## config.mk

```make
export PLATFORM = sky130hd
export DESIGN_NAME = dxt1_block_decoder_top
export DESIGN_NICKNAME = d
export VERILOG_FILES = /design/src/rtl/core/dxt1_pkg.sv /design/src/rtl/core/dxt1_block_decoder_top.sv /design/src/rtl/core/dxt1_row_decode.sv
export SDC_FILE = /design/constraint.sdc
export NUM_CORES = 2
export LEC_CHECK = 0
export BUFFER_PORTS_ARGS = -buffer_cell sky130_fd_sc_hd__buf_2
export CORE_MARGIN = 2
export CORE_UTILIZATION = 45
export CTS_BUF_LIST = sky130_fd_sc_hd__clkbuf_4 sky130_fd_sc_hd__clkbuf_8
export CTS_CLUSTER_DIAMETER = 200
export DETAILED_ROUTE_END_ITERATION = 10
export MAX_ROUTING_LAYER = met4
export PLACE_DENSITY = 0.68
export REMOVE_ABC_BUFFERS = 1
export SYNTH_ARGS = -nofsm -noshare
export SYNTH_HDL_FRONTEND = slang
export SYNTH_SLANG_ARGS = --single-unit
```

## constraint.sdc

```tcl
create_clock -name clk -period 9.3 [get_ports clk]
set_input_delay 0.465 -clock clk [delete_from_list [all_inputs] [get_ports clk]]
set_output_delay 0.465 -clock clk [all_outputs]
set_load 0.03 [all_outputs]
```

## src/rtl/core/dxt1_pkg.sv

```systemverilog
// ----------------------------------------------------------------------------
// dxt1_pkg
// Shared types, register indexes and colour arithmetic for the DXT1 decoder.
// ----------------------------------------------------------------------------
package dxt1_pkg;

    localparam int CFG_INDEX_W = 8;
    localparam int CFG_DATA_W  = 9;
    localparam int TEXEL_W     = 32;

    localparam logic [CFG_INDEX_W-1:0] REG_WIDTH  = 8'd0;
    localparam logic [CFG_INDEX_W-1:0] REG_HEIGHT = 8'd1;

    localparam logic [CFG_DATA_W-1:0] WIDTH_RESET  = 9'd32;
    localparam logic [CFG_DATA_W-1:0] HEIGHT_RESET = 9'd32;

    // reciprocals scaled by 2^20, rounded up so the floor stays exact
    localparam logic [15:0] RECIP_31 = 16'd33826;
    localparam logic [15:0] RECIP_63 = 16'd16645;
    // reciprocal of 3 scaled by 2^11, exact for sums below 2047
    localparam logic [9:0]  RECIP_3  = 10'd683;

    // expanded endpoint colours and palette mode of one block
    typedef struct packed {
        logic [7:0] r0;
        logic [7:0] g0;
        logic [7:0] b0;
        logic [7:0] r1;
        logic [7:0] g1;
        logic [7:0] b1;
        logic       four_colour;
    } endpoints_t;

    typedef logic [3:0][TEXEL_W-1:0] texel_row_t;

    function automatic logic [7:0] expand5(input logic [4:0] v);
        logic [12:0] scaled;
        logic [28:0] prod;
        scaled = 13'(v) * 13'd255;
        prod   = 29'(scaled) * 29'(RECIP_31);
        return prod[27:20];
    endfunction

    function automatic logic [7:0] expand6(input logic [5:0] v);
        logic [13:0] scaled;
        logic [28:0] prod;
        scaled = 14'(v) * 14'd255;
        prod   = 29'(scaled) * 29'(RECIP_63);
        return prod[27:20];
    endfunction

    function automatic logic [7:0] div3(input logic [9:0] x);
        logic [19:0] prod;
        prod = 20'(x) * 20'(RECIP_3);
        return prod[18:11];
    endfunction

    function automatic endpoints_t unpack_block(input logic [31:0] colours);
        endpoints_t ep;
        logic [15:0] c0;
        logic [15:0] c1;
        c0 = colours[15:0];
        c1 = colours[31:16];
        ep.r0 = expand5(c0[15:11]);
        ep.g0 = expand6(c0[10:5]);
        ep.b0 = expand5(c0[4:0]);
        ep.r1 = expand5(c1[15:11]);
        ep.g1 = expand6(c1[10:5]);
        ep.b1 = expand5(c1[4:0]);
        ep.four_colour = (c0 > c1);
        return ep;
    endfunction

endpackage

```

## src/rtl/core/dxt1_block_decoder_top.sv

```systemverilog
// ----------------------------------------------------------------------------
// dxt1_block_decoder_top
// DXT1 block decoder producing one row of four RGBA texels per transfer.
// ----------------------------------------------------------------------------
// usage
//   s_* : one 64-bit DXT1 block per transfer, colour0 in the low 16 bits
//   m_* : four transfers per block, top texel row first; tdata carries the
//         four texels, the row number and the block column and row; tlast
//         marks the fourth row, tuser the fourth row of the image's last block
//   cfg_* : register writes (0 width, 1 height in blocks), only while idle;
//           other indexes are ignored, cfg_ready is always high
// timing
//   a block is held in the input register while its rows are produced, one
//   per cycle unless m_tready stalls, into the output register; a block passes
//   the input register and its first row then the output register. Block
//   intake is limited by the single output row per cycle; the next block is
//   taken in the cycle that moves out its fourth row, so rows run without gaps.
// reset
//   raster position returns to column 0, row 0; both sizes return to 32
// stall
//   when m_tready is low the output row holds and the input stalls until
//   the held block has handed over its last row
// ----------------------------------------------------------------------------
module dxt1_block_decoder_top
#(
    parameter int COUNTER_BITS = 8
)
(
    input  logic                               clk,
    input  logic                               rst_n,
    input  logic                               s_tvalid,
    output logic                               s_tready,
    input  logic [63:0]                        s_tdata,   // block_data
    output logic                               m_tvalid,
    input  logic                               m_tready,
    // texel_a, texel_b, texel_c, texel_d, row_in_block, block_col, block_row
    output logic [151:0]                       m_tdata,
    output logic                               m_tlast,   // last_of_block
    output logic                               m_tuser,   // last_of_image
    input  logic                               cfg_valid,
    output logic                               cfg_ready,
    input  logic [dxt1_pkg::CFG_INDEX_W-1:0]   cfg_index,
    input  logic [dxt1_pkg::CFG_DATA_W-1:0]    cfg_data
);
    import dxt1_pkg::*;

    localparam int CMPW = (COUNTER_BITS + 1 > CFG_DATA_W) ? COUNTER_BITS + 1 : CFG_DATA_W;
    localparam logic [CMPW-1:0] SPAN = CMPW'(1) << COUNTER_BITS;

    logic [CFG_DATA_W-1:0]   width_reg, height_reg;
    logic [COUNTER_BITS-1:0] col_cnt_reg, col_cnt_next;
    logic [COUNTER_BITS-1:0] row_cnt_reg, row_cnt_next;

    logic        hold_valid_reg, hold_valid_next;
    logic [1:0]  hold_row_reg, hold_row_next;
    endpoints_t  hold_ep_reg;
    logic [31:0] hold_idx_reg;
    logic [7:0]  hold_col_reg, hold_brow_reg;
    logic        hold_img_last_reg;

    logic        out_valid_reg, out_valid_next;
    logic [151:0] out_data_reg;
    logic        out_last_reg, out_user_reg;

    logic [CMPW-1:0] col_ext, row_ext, width_lim, height_lim;
    logic            col_last, row_last;
    logic            accept, out_load, last_row;
    texel_row_t      texels;

    assign cfg_ready = 1'b1;

    always_ff @(posedge clk or negedge rst_n)
    begin
        if (!rst_n)
        begin
            width_reg  <= WIDTH_RESET;
            height_reg <= HEIGHT_RESET;
        end
        else if (cfg_valid && cfg_ready)
        begin
            if (cfg_index == REG_WIDTH)
                width_reg <= cfg_data;
            else if (cfg_index == REG_HEIGHT)
                height_reg <= cfg_data;
        end
    end

    // raster position and wrap detection
    always_comb
    begin
        col_ext = CMPW'(col_cnt_reg);
        row_ext = CMPW'(row_cnt_reg);
        if (width_reg == '0 || CMPW'(width_reg) > SPAN)
            width_lim = SPAN;
        else
            width_lim = CMPW'(width_reg);
        if (height_reg == '0 || CMPW'(height_reg) > SPAN)
            height_lim = SPAN;
        else
            height_lim = CMPW'(height_reg);
        col_last = (col_ext + CMPW'(1)) >= width_lim;
        row_last = (row_ext + CMPW'(1)) >= height_lim;

        col_cnt_next = col_cnt_reg;
        row_cnt_next = row_cnt_reg;
        if (accept)
        begin
            if (col_last)
            begin
                col_cnt_next = '0;
                row_cnt_next = row_last ? '0 : row_cnt_reg + COUNTER_BITS'(1);
            end
            else
            begin
                col_cnt_next = col_cnt_reg + COUNTER_BITS'(1);
            end
        end
    end

    // handshake control
    always_comb
    begin
        last_row = (hold_row_reg == 2'd3);
        out_load = hold_valid_reg && (!out_valid_reg || m_tready);
        s_tready = !hold_valid_reg || (out_load && last_row);
        accept   = s_tvalid && s_tready;

        hold_valid_next = hold_valid_reg;
        hold_row_next   = hold_row_reg;
        if (accept)
        begin
            hold_valid_next = 1'b1;
            hold_row_next   = 2'd0;
        end
        else if (out_load)
        begin
            hold_row_next = hold_row_reg + 2'd1;
            if (last_row)
                hold_valid_next = 1'b0;
        end

        if (out_load)
            out_valid_next = 1'b1;
        else if (m_tready)
            out_valid_next = 1'b0;
        else
            out_valid_next = out_valid_reg;
    end

    always_ff @(posedge clk or negedge rst_n)
    begin
        if (!rst_n)
        begin
            col_cnt_reg    <= '0;
            row_cnt_reg    <= '0;
            hold_valid_reg <= 1'b0;
            hold_row_reg   <= '0;
            out_valid_reg  <= 1'b0;
        end
        else
        begin
            col_cnt_reg    <= col_cnt_next;
            row_cnt_reg    <= row_cnt_next;
            hold_valid_reg <= hold_valid_next;
            hold_row_reg   <= hold_row_next;
            out_valid_reg  <= out_valid_next;
        end
    end

    // endpoint expansion happens on the way into the input register
    always_ff @(posedge clk)
    begin
        if (accept)
        begin
            hold_ep_reg       <= unpack_block(s_tdata[31:0]);
            hold_idx_reg      <= s_tdata[63:32];
            hold_col_reg      <= col_ext[7:0];
            hold_brow_reg     <= row_ext[7:0];
            hold_img_last_reg <= col_last && row_last;
        end
    end

    dxt1_row_decode u_row_decode
    (
        .ep      (hold_ep_reg),
        .row_idx (hold_idx_reg[8*hold_row_reg +: 8]),
        .texels  (texels)
    );

    always_ff @(posedge clk)
    begin
        if (out_load)
        begin
            out_data_reg <= {6'b0, hold_brow_reg, hold_col_reg, hold_row_reg,
                             texels[3], texels[2], texels[1], texels[0]};
            out_last_reg <= last_row;
            out_user_reg <= last_row && hold_img_last_reg;
        end
    end

    assign m_tvalid = out_valid_reg;
    assign m_tdata  = out_data_reg;
    assign m_tlast  = out_last_reg;
    assign m_tuser  = out_user_reg;

    a_accept_starts_row0: assert property (@(posedge clk) disable iff (!rst_n)
        accept |=> hold_valid_reg && hold_row_reg == 2'd0)
        else $error("accepted block not held at row 0");

    a_last_is_row3: assert property (@(posedge clk) disable iff (!rst_n)
        m_tvalid && m_tlast |-> m_tdata[129:128] == 2'd3)
        else $error("tlast on a row other than the fourth");

    a_image_end_on_last: assert property (@(posedge clk) disable iff (!rst_n)
        m_tvalid && m_tuser |-> m_tlast)
        else $error("image end flagged away from block end");

    a_block_kept: assert property (@(posedge clk) disable iff (!rst_n)
        out_load && !last_row |=> hold_valid_reg && (last_row || !s_tready))
        else $error("block released before its fourth row");

    a_stall_holds: assert property (@(posedge clk) disable iff (!rst_n)
        m_tvalid && !m_tready |=> m_tvalid && $stable(m_tdata[129:128]))
        else $error("stalled row changed");

endmodule

```

## src/rtl/core/dxt1_row_decode.sv

```systemverilog
// ----------------------------------------------------------------------------
// dxt1_row_decode
// Builds the four-entry palette and looks up one row of four texels.
// ----------------------------------------------------------------------------
module dxt1_row_decode
(
    input  dxt1_pkg::endpoints_t ep,
    input  logic [7:0]           row_idx,
    output dxt1_pkg::texel_row_t texels
);
    import dxt1_pkg::*;

    logic [7:0]         third_r0, third_g0, third_b0;
    logic [7:0]         third_r1, third_g1, third_b1;
    logic [8:0]         sum_r, sum_g, sum_b;
    logic [TEXEL_W-1:0] pal [4];

    always_comb
    begin
        third_r0 = div3({1'b0, ep.r0, 1'b0} + {2'b0, ep.r1});
        third_g0 = div3({1'b0, ep.g0, 1'b0} + {2'b0, ep.g1});
        third_b0 = div3({1'b0, ep.b0, 1'b0} + {2'b0, ep.b1});
        third_r1 = div3({2'b0, ep.r0} + {1'b0, ep.r1, 1'b0});
        third_g1 = div3({2'b0, ep.g0} + {1'b0, ep.g1, 1'b0});
        third_b1 = div3({2'b0, ep.b0} + {1'b0, ep.b1, 1'b0});
        sum_r = {1'b0, ep.r0} + {1'b0, ep.r1};
        sum_g = {1'b0, ep.g0} + {1'b0, ep.g1};
        sum_b = {1'b0, ep.b0} + {1'b0, ep.b1};

        pal[0] = {8'hFF, ep.b0, ep.g0, ep.r0};
        pal[1] = {8'hFF, ep.b1, ep.g1, ep.r1};
        if (ep.four_colour)
        begin
            pal[2] = {8'hFF, third_b0, third_g0, third_r0};
            pal[3] = {8'hFF, third_b1, third_g1, third_r1};
        end
        else
        begin
            // three colours plus transparent black
            pal[2] = {8'hFF, sum_b[8:1], sum_g[8:1], sum_r[8:1]};
            pal[3] = '0;
        end

        for (int x = 0; x < 4; x++)
        begin
            texels[x] = pal[row_idx[2*x +: 2]];
        end
    end

endmodule

```

Yosys cells after proc, flatten, opt, wreduce, memory -nomap -nowiden
Cells that the tools add are included.
- input port bits: 86
- register bits after elaboration: 284
- equality and inequality tests: 2
- $lt $le $gt $ge: 9
- add/subtract/negate cells: 14
- reduce and logical (&&, ||, !) cells: 21
- shifts and indexed selects: 1
- bitwise gates (word level): 5
- muxes and demuxes: 24
- multipliers: 18
- operators with widths (cell ; count):
    binary-select mux 32 bit (select 2 bit) ; 4
    2-to-1 mux 32 bit ; 8
    multiplier 10 x 10 -> 19 bit (second input constant) ; 6
    multiplier 13 x 15 -> 27 bit (second input constant) ; 4
    multiplier 14 x 15 -> 28 bit (second input constant) ; 2
    2-to-1 mux 56 bit ; 1
    multiplier 5 x 8 -> 13 bit (second input constant) ; 4
    variable part select 32 x 6 -> 8 bit ; 1
    adder 8 x 9 -> 10 bit ; 3
    adder 9 x 8 -> 10 bit ; 3
    multiplier 6 x 8 -> 14 bit (second input constant) ; 2
    adder 8 x 8 -> 9 bit ; 3
    adder 8 x 1 -> 9 bit (second input constant) ; 2
    >= comparator 9 bit ; 2
    greater-than comparator 9 bit (second input constant) ; 2
    logical NOT 9 bit ; 2
    2-to-1 mux 9 bit ; 2
    adder 8 x 1 -> 8 bit (second input constant) ; 2
    greater-than comparator 16 bit ; 1
    2-to-1 mux 8 bit ; 2
    >= comparator 3 bit (second input constant) ; 4
    NOT 2 -> 3 bit ; 4
    == test 8 x 1 -> 1 bit (second input constant) ; 1
    logical NOT 8 bit ; 1
    11 further kinds ; 28

Logic depth before layout (Yosys ltp)
- word-level depth: 8
- gate-level depth with buffers: 35

Modules after synthesis
A second synthesis with hierarchy kept.
- cells, all modules: 3627
- area, all modules: 38488.2 um^2
- modules (own cells, without submodules) (module ; cells each ; times used ; sequential area each (um^2) ; area each (um^2)):
    dxt1_block_decoder_top ; 1948 ; 1 ; 8340.5 ; 23273.6
    dxt1_row_decode ; 1679 ; 1 ; 0.0 ; 15214.6

Worst setup path before layout
OpenSTA, ideal clock, no wires.
- kind: input to register
- from: input port s_tdata[8]
- to: register hold_ep_reg[40] in the netlist's numbering (data pin)
- slack: 1.422 ns
- path buffers: 0
- setup time: 0.274 ns
- required time: 9.026 ns
- data arrival time: 7.604 ns
- stages: 32
- path through: fa_1 > inv_1 > fa_1 > fa_1 > inv_1 > ha_1 > a21o_1 > a21oi_1 > o21bai_1 > a21oi_1 > o21ai_0 > a21o_1 > a21oi_1 > xnor2_1 > and2_1 > ha_1 > xor2_1 > ha_1 > inv_1 > fa_1 > inv_1 > ha_1 > ha_1 > ha_1 > nand3_1 > nor4_1 > a221oi_1 > o31ai_1 > a21oi_1 > nor2b_1 > o21ai_1 > xnor2_1
- cells in the longest elaborated chain, start to end: 2
- RTL lines (element ; line ; RTL):
    start: declaration ; dxt1_block_decoder_top.sv:33 ; input logic [63:0] s_tdata,
    multiplier 6 x 8 -> 14 bit ; dxt1_pkg.sv:47 ; scaled = 14'(v) * 14'd255;
    multiplier 14 x 15 -> 28 bit ; dxt1_pkg.sv:48 ; prod = 29'(scaled) * 29'(RECIP_63);
    end signal: assignment ; dxt1_block_decoder_top.sv:175 ; hold_ep_reg <= unpack_block(s_tdata[31:0]);
    end: declaration ; dxt1_block_decoder_top.sv:56 ; endpoints_t hold_ep_reg;
No other way between the ends.
A chain may end at the register's enable or synchronous reset.

Worst setup path in the final report
Same ends and word-level chain as after synthesis.

==> flow_summary.yaml <==
place:
  post-dp-hpwl_um: 69800
  port_buffers: 235
  gp_congestion: 0.893
timing:
  setup_violations: 0
  setup_tns_ps: 0
  period_share_pct: 87.1
  maxSlewHeadroom_pct: 29.4
  slew_violations: 0
  fin_skew_ps: 33.8
  fin_crit_ps: 8100
  hold_viol: 0
  worstMarginPinSlew_ps: 1060
  max_freq_mhz: 123
  rsz0062_at_grt: "no"
finish:
  largest_reg_flops: 118
  fillers: 7548
  syn_to_final_growth_pct: 9.55
  nNetsFinal: 5121
  register_area_um2: 7500
  multi_input_area_um2: 27500
  drive_above_1_share_pct: 11.1
logic_synthesis:
  postSynthAreaPerCell_um2: 10.4
  synth_most_common_cell: "ha_1"
  synthTopCellsByCount: "ha_1 (959), inv_1 (465), fa_1 (254)"
  synth_edf_count: 218
  ys_seq_area_share_pct: 20.1
  syn-instance-count: 3576
  synth_flop_cell: "edfxtp_1"
  synth.area.top_cells: "ha_1 (32%), edfxtp_1 (18%), fa_1 (14%)"
  synth-warning-count: 0
  yosys.area.top_type: "ha_1"
  synth_area_um2: 37200
  synthDistinctLibCells: 89
  synth_top_area_share_pct: 32.2
  async_reset_ff_share_pct: 14.8
  synth-seq-cells: 256
floorplanning:
  rows: 105
  die-area_um2: 85000
  die_y_um: 292
  die_x_um: 292
  coreArea_um2: 82000
  ioPinCount: 243
  start_util_pct: 45.4
min_path:
  hold_path_depth: 2
  min_from: "cfg_data[4]"
  hp-class: "input pin to flop"
clock_network:
  cts_resized: 0
  holdBufCountCts: 34
  path_clk_slew_ps: 60
  cts_buffers: 43
  htree_levels: 2
  clk_latency_ps: 640
  clock-sinks: 256
  cts.path.max_buffers: 3
  cts_tree: "yes"
  postCtsSetupBuffers: 0
  cts-root-buf: "clkbuf_8"
global_routing:
  antenna_found_initial: 3
  grt_pass1_vias: 27100
  grt_max_degree: 81
  grt_pass1_wl_um: 140000
  grt_overflow: 0
  grt.total_usage_pct: 20.9
detailed_routing:
  drt-initial-drc-count: 1439
  drt-vias-per-instance: 5.41
  routed_wl_um: 85000
  ant_nets: 0
  num_vias: 26700
  drcViolationCount: 0
  dr.pass1.iters: 7
  wire_per_inst_um: 17.2
worst_setup_path:
  cp.required_ps: 9640
  reg2reg_depth: 26
  crit_path_start_kind: "input pin"
  rrSetupSlack_ps: 1490
  crit_fanout: 6
  crit_path_end_kind: "flop"
  max_stage_delay_ps: 680
  slowest_stage: "fa_1"
  r2r-start: "hold_ep_reg[33]$_DFFE_PP_"
  critPathKind: "input pin to flop"
  worstPathArrival_ps: 8440
  cp-startpoint: "s_tdata[8]"
  cp_common_cell: "ha_1"
run_status:
  status: "completed"
run:
  maxCapViolCount: 0
==> cell families (layout without fill, tap and decap cells) <==
| logic type | after synthesis | count (layout) | share of synthesized area (%) |
|---|---|---|---|
| xor gates and xnor gates | 214 | 214 | 5.07 |
| DFF | 256 | 256 | 20.1 |
| muxes | 109 | 109 | 4.08 |
| AOI/OAI and AO/OA | 604 | 604 | 10.7 |
| adders and majority gates | 1213 | 1213 | 45.9 |
| buffers and inverters | 557 | 832 | 6.01 |
| and+or+nand+nor | 621 | 621 | 8.09 |
| other | 2 | 10 | 0.0202 |
==> layer usage <==
metal | track usage (%) | share of wire (%) | vias to the layer above
li1 | - | - | 13200
met4 | 5.31 | 2.6 | 0
met1 | 27.2 | 45 | 12700
met3 | 2.36 | 4.7 | 136
met5 | - | 0 | -
met2 | 34.7 | 47 | 636
==> worst max-delay path, delay by kind of cell <==
family	cells	cell delay [ps]
simple gates	2	340
compound gates	15	2950
xor+xnor	3	480
fa+ha+maj	10	3840
buf+inv	3	360
==> per-stage QoR <==
stage	worst slack, ps	hold slack (ps)	cell area [um^2]	utilization, %	instances
after CTS	1200	39.8	40800	49.7	4926
after global placement	695	401	39400	48.1	4813
after global routing	636	63.4	40800	49.7	4929
after floorplan	1420	169	36800	-	3491
after detailed placement	565	405	39400	48.1	4813
final	1200	93.8	40800	49.7	4929
==> cell type report <==
cell class / count / share of cell area, %
timing repair buffer: 286 / 4.03
clock buffer: 54 / 1.72
clock inverter: 25 / 0.801
inverter: 467 / 4.31
sequential: 256 / 18.4
multi-input combinational: 2768 / 67.4
antenna: 3 / 0.0184
tap: 1070 / 3.28
==> worst paths after layout <==
path                                              endpoint
max in group asynchronous       row_cnt_reg[5]$_DFFE_PN0P_
worst min register to register      m_tdata[144]$_DFFE_PP_
worst min-delay path             height_reg[4]$_DFFE_PN0P_
min in group asynchronous         width_reg[1]$_DFFE_PN0P_
worst max-delay path             hold_ep_reg[40]$_DFFE_PP_
worst max register to register       m_tdata[46]$_DFFE_PP_
==> layout by cell type (no fill, tap or decap), types with 22 or more instances in the layout <==
cell	netlist	routed
a211oi_1	37	37
a21o_1	57	57
a21oi_1	174	174
buf_2	13	235
clkbuf_8	0	47
dfrtp_1	36	36
dlygate4sd3_1	0	34
edfxtp_1	218	218
fa_1	254	254
ha_1	959	959
inv_1	465	463
mux2_2	22	22
mux2i_1	55	55
mux4_2	32	32
nand2_1	171	171
nand2b_1	37	37
nand3_1	46	46
nand4_1	23	23
nor2_1	156	156
nor2b_1	57	57
nor3_1	38	38
o21ai_0	126	126
o21bai_1	23	23
xnor2_1	134	134
xor2_1	79	79
Power is not shown: default switching activity piles up to over one toggle a cycle in this logic, so the estimate is an artifact.
